## src/hdl/sactc_pkg.sv

```systemverilog
// Shared types, constants and helper functions for the set-associative cache
// tag controller. Used by the top level, the tag RAM user and the checker.
`default_nettype none

package sactc_pkg;

  // Fixed address geometry; the port widths follow from these.
  localparam int unsigned ADDR_WIDTH  = 32;
  localparam int unsigned OFFSET_BITS = 2;
  localparam int unsigned BLOCK_BITS  = 2;

  // Defaults for the storage parameters of the top level.
  localparam int unsigned WAYS_DEF     = 4;
  localparam int unsigned SET_BITS_DEF = 4;

  // Register file geometry: three 32-bit registers at byte addresses 0, 4, 8.
  localparam int unsigned PADDR_W = 4;
  localparam int unsigned PDATA_W = 32;

  // Galois LFSR used for random victim choice.
  localparam logic [15:0] LFSR_SEED = 16'hACE1;
  localparam logic [15:0] LFSR_TAPS = 16'hB400;

  typedef enum logic [1:0] {
    REG_REPL   = 2'd0,
    REG_WPOL   = 2'd1,
    REG_WALLOC = 2'd2
  } reg_idx_e;

  typedef enum logic [1:0] {
    REPL_LRU    = 2'd0,
    REPL_FIFO   = 2'd1,
    REPL_RANDOM = 2'd2
  } repl_e;

  typedef enum logic {
    WP_BACK    = 1'b0,
    WP_THROUGH = 1'b1
  } wpol_e;

  typedef enum logic {
    MODE_READ  = 1'b0,
    MODE_WRITE = 1'b1
  } mode_e;

  typedef struct packed {
    logic [31:0] address;
    logic        mode;
  } req_t;

  typedef struct packed {
    logic        hit;
    logic [1:0]  way_used;
    logic        allocated;
    logic [3:0]  set_index;
    logic [1:0]  block_index;
    logic        filled_invalid;
    logic        memory_write;
    logic [23:0] evicted_tag;
  } rsp_t;

  function automatic logic [15:0] lfsr_step(input logic [15:0] cur);
    logic [15:0] nxt;
    nxt = cur >> 1;
    if (cur[0]) begin
      nxt = nxt ^ LFSR_TAPS;
    end
    return nxt;
  endfunction

endpackage

`default_nettype wire

```

## src/hdl/set_assoc_cache_tag_controller_top.sv

```systemverilog
// A request accepted at a clock edge moves into the input register, and from there
// into the result register that drives the result strobe. Throughput: one request
// every cycle; busy is never raised and the result receiver cannot stall. The tag
// RAM read on acceptance and the read-modify-write of one set per cycle allow this.
// Reset clears valid bits, the LFSR and the registers; the tag RAM is not cleared.
// Depends on sactc_pkg and sactc_ram.
`default_nettype none

module set_assoc_cache_tag_controller_top #(
  parameter int unsigned WAYS     = sactc_pkg::WAYS_DEF,
  parameter int unsigned SET_BITS = sactc_pkg::SET_BITS_DEF
) (
  input  wire logic                           clk_i,
  input  wire logic                           rst_ni,
  // Request channel
  input  wire logic                           start,
  output logic                                busy,
  input  wire sactc_pkg::req_t                req_i,
  // Result channel
  output logic                                rsp_valid_o,
  output sactc_pkg::rsp_t                     rsp_o,
  // Register port
  input  wire logic                           psel,
  input  wire logic                           penable,
  input  wire logic                           pwrite,
  input  wire logic [sactc_pkg::PADDR_W-1:0]  paddr,
  input  wire logic [sactc_pkg::PDATA_W-1:0]  pwdata,
  output logic      [sactc_pkg::PDATA_W-1:0]  prdata,
  output logic                                pready
);

  // Geometry derived from the parameters.
  localparam int unsigned SETS      = 1 << SET_BITS;
  localparam int unsigned SIW       = SET_BITS > 0 ? SET_BITS : 1;
  localparam int unsigned WIW       = WAYS > 1 ? $clog2(WAYS) : 1;
  localparam int unsigned AW        = WIW;
  localparam int unsigned TAG_SHIFT = sactc_pkg::OFFSET_BITS + sactc_pkg::BLOCK_BITS + SET_BITS;
  localparam int unsigned TAG_W     = sactc_pkg::ADDR_WIDTH - TAG_SHIFT;
  // Each way in a RAM row holds its tag, its dirty bit and its age.
  localparam int unsigned ENTRY_W   = TAG_W + 1 + AW;
  localparam int unsigned ROW_W     = WAYS * ENTRY_W;
  localparam logic [AW-1:0] AGE_MAX = AW'(WAYS - 1);

  // ---------------------------------------------------------------------------
  // Register port. Writes land on the access phase; pready is tied high, so a
  // write never waits. Reads return the current register values.
  // ---------------------------------------------------------------------------
  logic [1:0] repl_q;
  logic       wpol_q;
  logic       walloc_q;
  logic       cfg_we;
  logic [1:0] cfg_idx;

  assign pready  = 1'b1;
  assign cfg_we  = psel && penable && pwrite;
  assign cfg_idx = paddr[3:2];

  always_ff @(posedge clk_i or negedge rst_ni) begin
    if (!rst_ni) begin
      repl_q   <= sactc_pkg::REPL_LRU;
      wpol_q   <= sactc_pkg::WP_BACK;
      walloc_q <= 1'b1;
    end else if (cfg_we) begin
      case (cfg_idx)
        sactc_pkg::REG_REPL:   repl_q   <= pwdata[1:0];
        sactc_pkg::REG_WPOL:   wpol_q   <= pwdata[0];
        sactc_pkg::REG_WALLOC: walloc_q <= pwdata[0];
        default: ;
      endcase
    end
  end

  always_comb begin
    case (cfg_idx)
      sactc_pkg::REG_REPL:   prdata = {{(sactc_pkg::PDATA_W-2){1'b0}}, repl_q};
      sactc_pkg::REG_WPOL:   prdata = {{(sactc_pkg::PDATA_W-1){1'b0}}, wpol_q};
      sactc_pkg::REG_WALLOC: prdata = {{(sactc_pkg::PDATA_W-1){1'b0}}, walloc_q};
      default:               prdata = '0;
    endcase
  end

  // ---------------------------------------------------------------------------
  // Request decode and the input register. The low two address bits sit inside
  // the byte offset, which the field slices already skip.
  // ---------------------------------------------------------------------------
  logic             accept;
  logic [SIW-1:0]   in_set;
  logic [TAG_W-1:0] in_tag;

  assign busy   = 1'b0;
  assign accept = start && !busy;
  assign in_tag = req_i.address[sactc_pkg::ADDR_WIDTH-1:TAG_SHIFT];

  if (SET_BITS > 0) begin : g_set
    assign in_set = req_i.address[sactc_pkg::OFFSET_BITS + sactc_pkg::BLOCK_BITS +: SIW];
  end else begin : g_noset
    assign in_set = '0;
  end

  logic                            s_valid_q;
  logic [TAG_W-1:0]                s_tag_q;
  logic [SIW-1:0]                  s_set_q;
  logic [sactc_pkg::BLOCK_BITS-1:0] s_blk_q;
  logic                            s_write_q;

  always_ff @(posedge clk_i or negedge rst_ni) begin
    if (!rst_ni) begin
      s_valid_q <= 1'b0;
    end else begin
      s_valid_q <= accept;
    end
  end

  always_ff @(posedge clk_i) begin
    if (accept) begin
      s_tag_q   <= in_tag;
      s_set_q   <= in_set;
      s_blk_q   <= req_i.address[sactc_pkg::OFFSET_BITS +: sactc_pkg::BLOCK_BITS];
      s_write_q <= (req_i.mode == sactc_pkg::MODE_WRITE);
    end
  end

  // ---------------------------------------------------------------------------
  // Tag RAM: one row per set. The read is launched on acceptance, so the row is
  // ready when the request sits in the input register. A write to the same set
  // on that same edge is not seen by the read; the forwarding register below
  // supplies the freshly written row instead.
  // ---------------------------------------------------------------------------
  logic             ram_we;
  logic [ROW_W-1:0] ram_wdata;
  logic [ROW_W-1:0] ram_rdata;

  sactc_ram #(
    .WIDTH (ROW_W),
    .DEPTH (SETS)
  ) u_tag_ram (
    .clk_i   (clk_i),
    .we_i    (ram_we),
    .waddr_i (s_set_q),
    .wdata_i (ram_wdata),
    .re_i    (accept),
    .raddr_i (in_set),
    .rdata_o (ram_rdata)
  );

  logic             fwd_valid_q;
  logic [SIW-1:0]   fwd_set_q;
  logic [ROW_W-1:0] fwd_row_q;

  always_ff @(posedge clk_i or negedge rst_ni) begin
    if (!rst_ni) begin
      fwd_valid_q <= 1'b0;
    end else begin
      fwd_valid_q <= ram_we;
    end
  end

  always_ff @(posedge clk_i) begin
    if (ram_we) begin
      fwd_set_q <= s_set_q;
      fwd_row_q <= ram_wdata;
    end
  end

  // Valid bits live in flip-flops so that reset clears them at once.
  logic [WAYS-1:0] valid_q [SETS];
  logic [15:0]     lfsr_q;

  // ---------------------------------------------------------------------------
  // LFSR modulo WAYS: the byte-wise remainders come from two constant tables,
  // their sum stays below twice WAYS and is corrected with one subtract.
  // ---------------------------------------------------------------------------
  logic [15:0]    lfsr_nxt;
  logic [WIW-1:0] mod_lo [256];
  logic [WIW-1:0] mod_hi [256];
  logic [WIW:0]   mod_sum;
  logic [WIW-1:0] rand_way;

  for (genvar b = 0; b < 256; b++) begin : g_mod
    localparam int unsigned LoRem = b % WAYS;
    localparam int unsigned HiRem = (b * 256) % WAYS;
    assign mod_lo[b] = WIW'(LoRem);
    assign mod_hi[b] = WIW'(HiRem);
  end

  assign lfsr_nxt = sactc_pkg::lfsr_step(lfsr_q);
  assign mod_sum  = {1'b0, mod_lo[lfsr_nxt[7:0]]} + {1'b0, mod_hi[lfsr_nxt[15:8]]};

  always_comb begin
    if (mod_sum >= (WIW+1)'(WAYS)) begin
      rand_way = WIW'(mod_sum - (WIW+1)'(WAYS));
    end else begin
      rand_way = mod_sum[WIW-1:0];
    end
  end

  // ---------------------------------------------------------------------------
  // Lookup, victim choice and state update for the request in the input
  // register.
  // ---------------------------------------------------------------------------
  logic [ROW_W-1:0] row;
  logic [TAG_W-1:0] way_tag   [WAYS];
  logic             way_dirty [WAYS];
  logic [AW-1:0]    way_age   [WAYS];
  logic [WAYS-1:0]  set_valid;

  assign row       = (fwd_valid_q && fwd_set_q == s_set_q) ? fwd_row_q : ram_rdata;
  assign set_valid = valid_q[s_set_q];

  always_comb begin
    for (int w = 0; w < WAYS; w++) begin
      way_tag[w]   = row[w*ENTRY_W + AW + 1 +: TAG_W];
      way_dirty[w] = row[w*ENTRY_W + AW];
      way_age[w]   = row[w*ENTRY_W +: AW];
    end
  end

  logic           hit;
  logic [WIW-1:0] hit_way;
  logic           any_invalid;
  logic [WIW-1:0] inv_way;
  logic [WIW-1:0] old_way;
  logic [AW-1:0]  old_age;
  logic           use_random;
  logic [WIW-1:0] victim;

  always_comb begin
    hit         = 1'b0;
    hit_way     = '0;
    any_invalid = 1'b0;
    inv_way     = '0;
    // Walk downwards so the lowest matching index wins.
    for (int w = WAYS - 1; w >= 0; w--) begin
      if (set_valid[w] && way_tag[w] == s_tag_q) begin
        hit     = 1'b1;
        hit_way = WIW'(w);
      end
      if (!set_valid[w]) begin
        any_invalid = 1'b1;
        inv_way     = WIW'(w);
      end
    end
  end

  // Oldest way, lowest index on ties.
  always_comb begin
    old_way = '0;
    old_age = way_age[0];
    for (int w = 1; w < WAYS; w++) begin
      if (way_age[w] > old_age) begin
        old_way = WIW'(w);
        old_age = way_age[w];
      end
    end
  end

  assign use_random = (WAYS > 1) && !any_invalid &&
                      (repl_q != sactc_pkg::REPL_LRU) && (repl_q != sactc_pkg::REPL_FIFO);

  always_comb begin
    if (WAYS == 1) begin
      victim = '0;
    end else if (any_invalid) begin
      victim = inv_way;
    end else if (use_random) begin
      victim = rand_way;
    end else begin
      victim = old_way;
    end
  end

  logic           do_access;
  logic           alloc;
  logic [WIW-1:0] way_sel;
  logic           sel_valid;
  logic           filled_inv;
  logic           mem_wr;
  logic [TAG_W-1:0] ev_tag;
  logic           touch;
  logic           lfsr_adv;

  assign do_access  = s_valid_q && (hit || !s_write_q || walloc_q);
  assign alloc      = do_access && !hit;
  assign way_sel    = hit ? hit_way : (alloc ? victim : '0);
  assign sel_valid  = set_valid[way_sel];
  assign filled_inv = alloc && !sel_valid;
  assign ev_tag     = (alloc && sel_valid) ? way_tag[way_sel] : '0;
  assign mem_wr     = (alloc && sel_valid && way_dirty[way_sel]) ||
                      (s_valid_q && !do_access) ||
                      (s_write_q && wpol_q == sactc_pkg::WP_THROUGH);
  // LRU touches on hit and fill, FIFO on fill only.
  assign touch      = do_access && ((repl_q == sactc_pkg::REPL_LRU) ||
                                    (repl_q == sactc_pkg::REPL_FIFO && alloc));
  assign lfsr_adv   = alloc && use_random;
  assign ram_we     = do_access;

  // New row: untouched ways are written back as read.
  always_comb begin
    logic [AW-1:0] age_n;
    logic          dirty_n;
    logic [TAG_W-1:0] tag_n;
    ram_wdata = row;
    for (int w = 0; w < WAYS; w++) begin
      age_n   = way_age[w];
      dirty_n = way_dirty[w];
      tag_n   = way_tag[w];
      if (WIW'(w) == way_sel) begin
        if (alloc) begin
          tag_n   = s_tag_q;
          dirty_n = 1'b0;
          age_n   = '0;
        end
        if (s_write_q && wpol_q == sactc_pkg::WP_BACK) begin
          dirty_n = 1'b1;
        end
        if (touch) begin
          age_n = '0;
        end
      end else if (touch && set_valid[w] && way_age[w] != AGE_MAX &&
                   (alloc || way_age[w] < way_age[way_sel])) begin
        // A fill counts as the oldest way, so every other valid way not yet at AGE_MAX ages.
        age_n = way_age[w] + AW'(1);
      end
      ram_wdata[w*ENTRY_W +: ENTRY_W] = {tag_n, dirty_n, age_n};
    end
  end

  always_ff @(posedge clk_i or negedge rst_ni) begin
    if (!rst_ni) begin
      for (int s = 0; s < SETS; s++) begin
        valid_q[s] <= '0;
      end
      lfsr_q <= sactc_pkg::LFSR_SEED;
    end else begin
      if (alloc) begin
        valid_q[s_set_q][way_sel] <= 1'b1;
      end
      if (lfsr_adv) begin
        lfsr_q <= lfsr_nxt;
      end
    end
  end

  // ---------------------------------------------------------------------------
  // Result register. Output fields are cut or zero-extended to the port widths.
  // ---------------------------------------------------------------------------
  logic [31:0]     way_ext;
  logic [31:0]     set_ext;
  logic [31:0]     tag_ext;
  logic            rsp_valid_q;
  sactc_pkg::rsp_t rsp_q;

  assign way_ext = 32'(way_sel);
  assign set_ext = 32'(s_set_q);
  assign tag_ext = 32'(ev_tag);

  always_ff @(posedge clk_i or negedge rst_ni) begin
    if (!rst_ni) begin
      rsp_valid_q <= 1'b0;
    end else begin
      rsp_valid_q <= s_valid_q;
    end
  end

  always_ff @(posedge clk_i) begin
    if (s_valid_q) begin
      rsp_q.hit            <= hit;
      rsp_q.way_used       <= way_ext[1:0];
      rsp_q.allocated      <= alloc;
      rsp_q.set_index      <= set_ext[3:0];
      rsp_q.block_index    <= s_blk_q;
      rsp_q.filled_invalid <= filled_inv;
      rsp_q.memory_write   <= mem_wr;
      rsp_q.evicted_tag    <= tag_ext[23:0];
    end
  end

  assign rsp_valid_o = rsp_valid_q;
  assign rsp_o       = rsp_q;

endmodule

`default_nettype wire

```

## src/hdl/sactc_ram.sv

```systemverilog
// Generic single-write, single-read RAM with a registered read port.
// No dependencies.
`default_nettype none

module sactc_ram #(
  parameter int unsigned WIDTH = 8,
  parameter int unsigned DEPTH = 16
) (
  input  wire logic                                    clk_i,
  input  wire logic                                    we_i,
  input  wire logic [(DEPTH > 1 ? $clog2(DEPTH) : 1)-1:0] waddr_i,
  input  wire logic [WIDTH-1:0]                        wdata_i,
  input  wire logic                                    re_i,
  input  wire logic [(DEPTH > 1 ? $clog2(DEPTH) : 1)-1:0] raddr_i,
  output logic      [WIDTH-1:0]                        rdata_o
);

  logic [WIDTH-1:0] mem [DEPTH];
  logic [WIDTH-1:0] rdata_q;

  always_ff @(posedge clk_i) begin
    if (we_i) begin
      mem[waddr_i] <= wdata_i;
    end
    if (re_i) begin
      rdata_q <= mem[raddr_i];
    end
  end

  assign rdata_o = rdata_q;

endmodule

`default_nettype wire

```

## config.mk

```make
export PLATFORM = sky130hd
export DESIGN_NAME = set_assoc_cache_tag_controller_top
export DESIGN_NICKNAME = d
export VERILOG_FILES = /design/src/hdl/sactc_pkg.sv /design/src/hdl/set_assoc_cache_tag_controller_top.sv /design/src/hdl/sactc_ram.sv
export SDC_FILE = /design/constraint.sdc
export NUM_CORES = 2
export LEC_CHECK = 0
export BUFFER_PORTS_ARGS = -buffer_cell sky130_fd_sc_hd__clkbuf_2
export CAP_MARGIN = 20
export CORE_ASPECT_RATIO = 0.9
export CORE_UTILIZATION = 55
export CTS_CLUSTER_DIAMETER = 30
export DETAILED_ROUTE_END_ITERATION = 12
export PLACE_DENSITY_LB_ADDON = 0.05
export SYNTH_ARGS = -nofsm -noshare
export SYNTH_HDL_FRONTEND = slang
export SYNTH_SLANG_ARGS = --single-unit
```

## constraint.sdc

```tcl
create_clock -name clk_i -period 17.1 [get_ports clk_i]
set_clock_uncertainty 0.15 [all_clocks]
set_input_delay 0.855 -clock clk_i [delete_from_list [all_inputs] [get_ports clk_i]]
set_output_delay 0.855 -clock clk_i [all_outputs]
set_load 0.01 [all_outputs]
```

Word level (Yosys, flattened, before mapping)
Memories as Yosys holds them, arrays and structs flattened. A register that Yosys moved wholly into a read port is not among the register bits. Index checks and enable logic that the tools add are counted.

$add $sub $neg: 6. Multipliers: 0. Divide/modulo/power cells: 0. Magnitude comparators: 15. Eq/ne operators: 16. Shift-type cells: 0. Mux-type cells: 89. Bitwise gates (word level): 7. Reduce and logical (&&, ||, !) cells: 55.

Operator list (number): 24-bit two-way mux (10); 108-bit two-way mux (1); 24-bit == test (4); 2-bit two-way mux (39); 64-bit OR (1); 24-bit binary-select mux with 2-bit select (1); 1-bit logical AND (34); 1-bit two-way mux (27); 9-bit greater-or-equal comparator, second input constant (2); 8-bit inverter with 9-bit output (2); 4-bit binary-select mux with 4-bit select (1); 4-bit demux with 4-bit select (1); 16-bit two-way mux (1); 4-bit two-way mux (3); 1-bit logical OR (9); 2-bit by 1-bit adder with 2-bit output, second input constant (4); 2-bit < comparator (4); 2-bit inequality test, second input constant (4); 3-bit greater-or-equal comparator, second input constant (2); 2-bit greater-than comparator (3); 2-bit logical NOT (3); 2-bit one-hot mux with 3 select lines (1); 2-bit AND reduction (3); 5-bit greater-or-equal comparator, second input constant (1); 20 further kinds (27).

Bits in registers: 266. Latch bits: 0. Memory bits (writable): 1728. Bits in read-only memories: 1024. Word-level logic and storage cells: 228. Memories: 3.

Memory list: u_tag_ram.mem (depth 16, width 108, read ports 1, clocked after memory_dff 1, write ports 1, RTL line sactc_ram.sv:18) `logic [WIDTH-1:0] mem [DEPTH];`; (name not given) (depth 256, width 2, read ports 1, clocked after memory_dff 0, write ports 0, RTL line set_assoc_cache_tag_controller_top.sv:187) `assign mod_sum = {1'b0, mod_lo[lfsr_nxt[7:0]]} + {1'b0, mod_hi[lfsr_nxt[15:8]]};`; (name not given) (depth 256, width 2, read ports 1, clocked after memory_dff 0, write ports 0, RTL line set_assoc_cache_tag_controller_top.sv:187).

Logic depth before layout (Yosys ltp)
Depth in word-level cells: 24. Mapped depth: 38.

Cells and area by module
A second synthesis with hierarchy kept.

Cell total of the unflattened synthesis: 4560. Area, all modules: 84727.5 um^2.

By module, submodules not included: sactc_ram (times used 1, cells each 2762, area each 67862.6 um^2, sequential area each 55132.9 um^2); set_assoc_cache_tag_controller_top (times used 1, cells each 1798, area each 16864.9 um^2, sequential area each 7563.5 um^2).

Worst setup path after synthesis
OpenSTA, ideal clock, no wires.

Path kind: register to register. Start: register s_set_q[3]. End: memory u_tag_ram.mem[5][0] (netlist bit) (enable). Library setup time: 0.707 ns. Arrival: 10.258 ns. Required time: 16.243 ns. Path slack: 5.985 ns. Stages on the path, launching flop included: 15. Period minus slack after synthesis: 11.115 ns. Cell sequence: edfxtp_1 buf_6 xnor2_2 and3_4 buf_6 and3_4 or3_1 a211oi_1 o2111ai_1 or4_4 nand2_2 nor3_1 nand2_1 nand2_1 nor3_1.

Longest elaborated chain between the ends: 14. Elaborated cells between the ends (all ways): 24. Classes of those cells: 5 x eq/ne; 10 x mux; 1 x bitwise; 8 x reduce/logical.

Ends and longest elaborated chain: from (decl) (RTL line set_assoc_cache_tag_controller_top.sv:102) `logic [SIW-1:0] s_set_q;`; from (signal assigned) (RTL line set_assoc_cache_tag_controller_top.sv:117) `s_set_q <= in_set;`; 4-bit == test / 4-bit inverter with 5-bit output (equally long branches) (RTL line set_assoc_cache_tag_controller_top.sv:207, set_assoc_cache_tag_controller_top.sv:208); 1-bit logical AND / 4-bit binary-select mux with 4-bit select (equally long branches) (RTL line set_assoc_cache_tag_controller_top.sv:207, set_assoc_cache_tag_controller_top.sv:208); 108-bit two-way mux / 4-bit two-way mux (equally long branches) (RTL line set_assoc_cache_tag_controller_top.sv:207, set_assoc_cache_tag_controller_top.sv:208); 24-bit == test / 4-bit two-way mux (equally long branches) (RTL line set_assoc_cache_tag_controller_top.sv:234, set_assoc_cache_tag_controller_top.sv:208); 1-bit logical AND (RTL line set_assoc_cache_tag_controller_top.sv:234) `if (set_valid[w] && way_tag[w] == s_tag_q) begin`; 1-bit two-way mux (4 in series) (RTL line set_assoc_cache_tag_controller_top.sv:234); 1-bit logical OR (2 in series) (RTL line set_assoc_cache_tag_controller_top.sv:282) `assign do_access = s_valid_q && (hit || !s_write_q || walloc_q);`; 1-bit logical AND (RTL line set_assoc_cache_tag_controller_top.sv:282); 1-bit two-way mux (RTL line sactc_ram.sv:22) `if (we_i) begin`; 1-bit two-way mux (not written as such) (RTL line sactc_ram.sv:23) `mem[waddr_i] <= wdata_i;`; to (decl) (RTL line sactc_ram.sv:18).

Several ways; a longest one is shown, not always the timed one. The select of a mux whose other input is x is not followed.

Worst setup path in the final report
Start: register s_set_q[0]. End: memory u_tag_ram.mem[13][24] (netlist bit) (data pin).

Longest elaborated chain between the ends: 17. Elaborated cells between the ends (all ways): 54. Classes of those cells: 3 x order compare; 5 x eq/ne; 31 x mux; 1 x bitwise; 14 x reduce/logical.

Ends and longest elaborated chain: branches (longest 16 deep; another with 2-bit greater-than comparator); 24-bit two-way mux * (RTL line set_assoc_cache_tag_controller_top.sv:307) `if (WIW'(w) == way_sel) begin`; named net ram_wdata[24] (RTL line set_assoc_cache_tag_controller_top.sv:130) `logic [ROW_W-1:0] ram_wdata;`.

Mark *: on every way through the listed nets, which the timed path passes. The select of a mux whose other input is x is not followed.

==> flow_metrics.py <==
metrics = {
    "run_status": {
        "status": "completed",
    },
    "floorplan": {
        "initial_utilization": 0.5549,
        "die_x_um": 415.9,
        "rows": 136,
        "ios": 146,
        "die_area_um2": 155700,
        "core_um2": 152800,
        "die_h_um": 374.5,
    },
    "worst_setup_path": {
        "arrival_ns": 10.86,
        "critPathMostFrequentCell": "o21ai_0",
        "cp.required_ns": 17.49,
        "critPathKind": "reg2reg",
        "cp_max_fo": 61,
        "critPathSlowestCell": "a21oi_1",
        "max_stage_delay_ns": 0.97,
        "cp_num_buf_inv": 6,
        "cp-end-kind": "flop",
        "start_kind": "flop",
        "path_delay_family": "compound AO/OA/AOI/OAI gates",
    },
    "routing": {
        "drt_wl_total_um": 233800,
        "firstDrtPassIters": 6,
        "drcViolationCount": 0,
        "ant_nets": 0,
        "initialDrtViolationCount": 6189,
        "vias": 46518,
        "wire_per_inst_um": 32.77,
        "vias_per_cell": 6.521,
    },
    "logic_synthesis": {
        "yosysTopAreaCell": "edfxtp_1",
        "ys_seq_area_frac": 0.7395,
        "synth.avg_cell_area_um2": 19.34,
        "synthTopCellsByCount": "2015 x edfxtp_1, 556 x mux4_2, 325 x nand2_1",
        "synth_edf_count": 2015,
        "yosys_most_used_dff": "edfxtp_1",
        "synthTopCellsByArea": "edfxtp_1 71%, mux4_2 15%, dfrtp_1 2.3%",
        "synth_top_area_share": 0.7137,
        "synth_seq_cells": 2102,
        "syn_area_um2": 84790,
        "netlist_instances": 4384,
        "synth_most_common_cell": "edfxtp_1",
        "async_reset_ff_frac": 0.04139,
        "yosysWarnings": 0,
        "synth_cell_types": 91,
    },
    "sta": {
        "max_slew.worst_pin.slew_ns": 1.153,
        "hold_violations": 0,
        "max_freq_ghz": 0.09556,
        "drv_slew": 0,
        "tns_ns": 0,
        "max-slew-margin-rel": 0.2314,
        "fin_crit_sh": 0.6120,
        "rsz0062_at_grt": "false",
        "min_period_ns": 10.46,
        "setup_viol": 0,
    },
    "layout": {
        "postLayoutCellArea_um2": 102100,
        "nets": 4894,
        "drive_above_1_share": 0.3018,
        "fill_cells": 10049,
        "final_util": 0.6679,
        "areaGrowthSynthToFinish_pct": 20.37,
        "final_cells": 7134,
        "multiInputGateArea_um2": 20750,
        "ff_latch_area_um2": 62700,
    },
    "pwr": {
        "p_leak_nw": 34.77,
        "peakVddDrop_v": 0.0001167,
        "p_total_mw": 15.14,
        "power_density_nw_per_um2": 148.3,
    },
    "worst_hold_path": {
        "min_path_type": "in2reg",
    },
    "global_routing": {
        "grt_max_degree": 119,
        "grt_pass1_vias": 46384,
        "grt_pass1_wl_um": 334100,
        "grt_overflow_total": 0,
        "antenna_found_initial": 5,
        "grt_usage": 0.3031,
    },
    "clock_tree": {
        "cts_hold_buf": 19,
        "clk_latency_ns": 0.95,
        "cts_tree": "yes",
        "clk_pin_slew_worst_paths_ns": 0.05,
        "clock-sinks": 2102,
        "cts_inserted_buffers": 404,
        "htreeDepth": 5,
        "clock_path_buffers": 4,
        "ctsRootBufferMaster": "clkbuf_16",
        "post_cts_buffers": 0,
        "post_cts_resized": 0,
    },
    "placed_design": {
        "port_buffers": 79,
        "dp_hpwl_um": 122400,
        "post_dp_cell_area_um2": 87790,
        "dpl.cell_count": 6339,
        "globalplace.congestion": 0.9324,
    },
    "run": {
        "drv_cap": 0,
    },
}
## metal layers
layer / track usage / vias up / share of wire
met1: 0.4344 / 24521 / 0.41
met3: 0.05761 / 507 / 0.085
met2: 0.4706 / 2581 / 0.47
met4: 0.1083 / 6 / 0.035
met5: 0 / - / 0.00026
li1: - / 18903 / -
## through the flow
step | setup slack (ns) | hold slack, ns
final | 6.636 | 0.05274
after global routing | 6.261 | 0.009185
after CTS | 6.868 | 0.004495
after detailed placement | 6.870 | 0.2583
after global placement | 6.962 | 0.2526
after floorplan | 5.985 | 0.2503
## state kept, by name, summed over array words and instances, names as in the netlist, 2 cells and up
| register | cells |
|---|---|
| lfsr_q | 16 |
| fwd_row_q | 108 |
| repl_q | 2 |
| valid_q | 64 |
| rsp_o | 36 |
| u_tag_ram.rdata_o | 108 |
| u_tag_ram.mem | 1728 |
| s_blk_q | 2 |
| fwd_set_q | 4 |
| s_set_q | 4 |
| s_tag_q | 24 |
## final cells by class
class | count | share of cell area
Antenna cell | 1 | 0.00002452
Clock buffer | 456 | 0.1029
Clock inverter | 271 | 0.03140
Inverter | 59 | 0.002244
Multi-Input combinational cell | 1957 | 0.2033
Sequential cell | 2102 | 0.6144
Tap cell | 2001 | 0.02453
Timing Repair Buffer | 287 | 0.02121
## worst paths after layout
check                                startpoint                               to  slack, ns  cells past startpoint
hold reg to reg            s_blk_q[0]$_DFFE_PP_              rsp_o[26]$_DFFE_PP_       0.27                      0
max in group asynchronous                rst_ni              s_valid_q$_DFF_PN0_      15.43                      3
setup reg to reg           s_set_q[0]$_DFFE_PP_  u_tag_ram.mem[13][24]$_DFFE_PP_       6.64                     31
setup / recovery           s_set_q[0]$_DFFE_PP_  u_tag_ram.mem[13][24]$_DFFE_PP_       6.64                     31
min in group asynchronous                rst_ni          valid_q[52]$_DFFE_PN0P_       0.32                      2
hold / removal                        req_i[14]             s_tag_q[5]$_DFFE_PP_       0.05                      1
## kinds of logic after synthesis
family	Yosys count	synth area share
other	2	0.00008858
muxes	619	0.1554
DFF	2102	0.7395
adders and majority gates	8	0.001181
and+or+nand+nor	807	0.04454
buffers and inverters	355	0.01880
xor gates and xnor gates	61	0.006478
AOI/OAI and AO/OA	430	0.03409
## where the power goes
group	switching, mW	internal, mW
Combinational	0.737	0.366
Clock	2.60	5.31
Sequential	0.118	6.00
Total	3.46	11.7
## cells in the final DEF (no fill, tap or decap), types with 54 or more instances in the layout
master,netlist,final
a21oi_1,93,93
a31oi_1,73,72
buf_4,39,172
bufinv_16,0,60
clkbuf_16,0,413
clkbuf_2,0,74
clkinv_2,0,60
dfrtp_1,78,77
edfxtp_1,2015,2015
inv_1,55,54
mux4_2,556,556
nand2_1,325,322
nand3_1,151,149
nor2_1,131,125
Power figures use the tool's default switching activity.
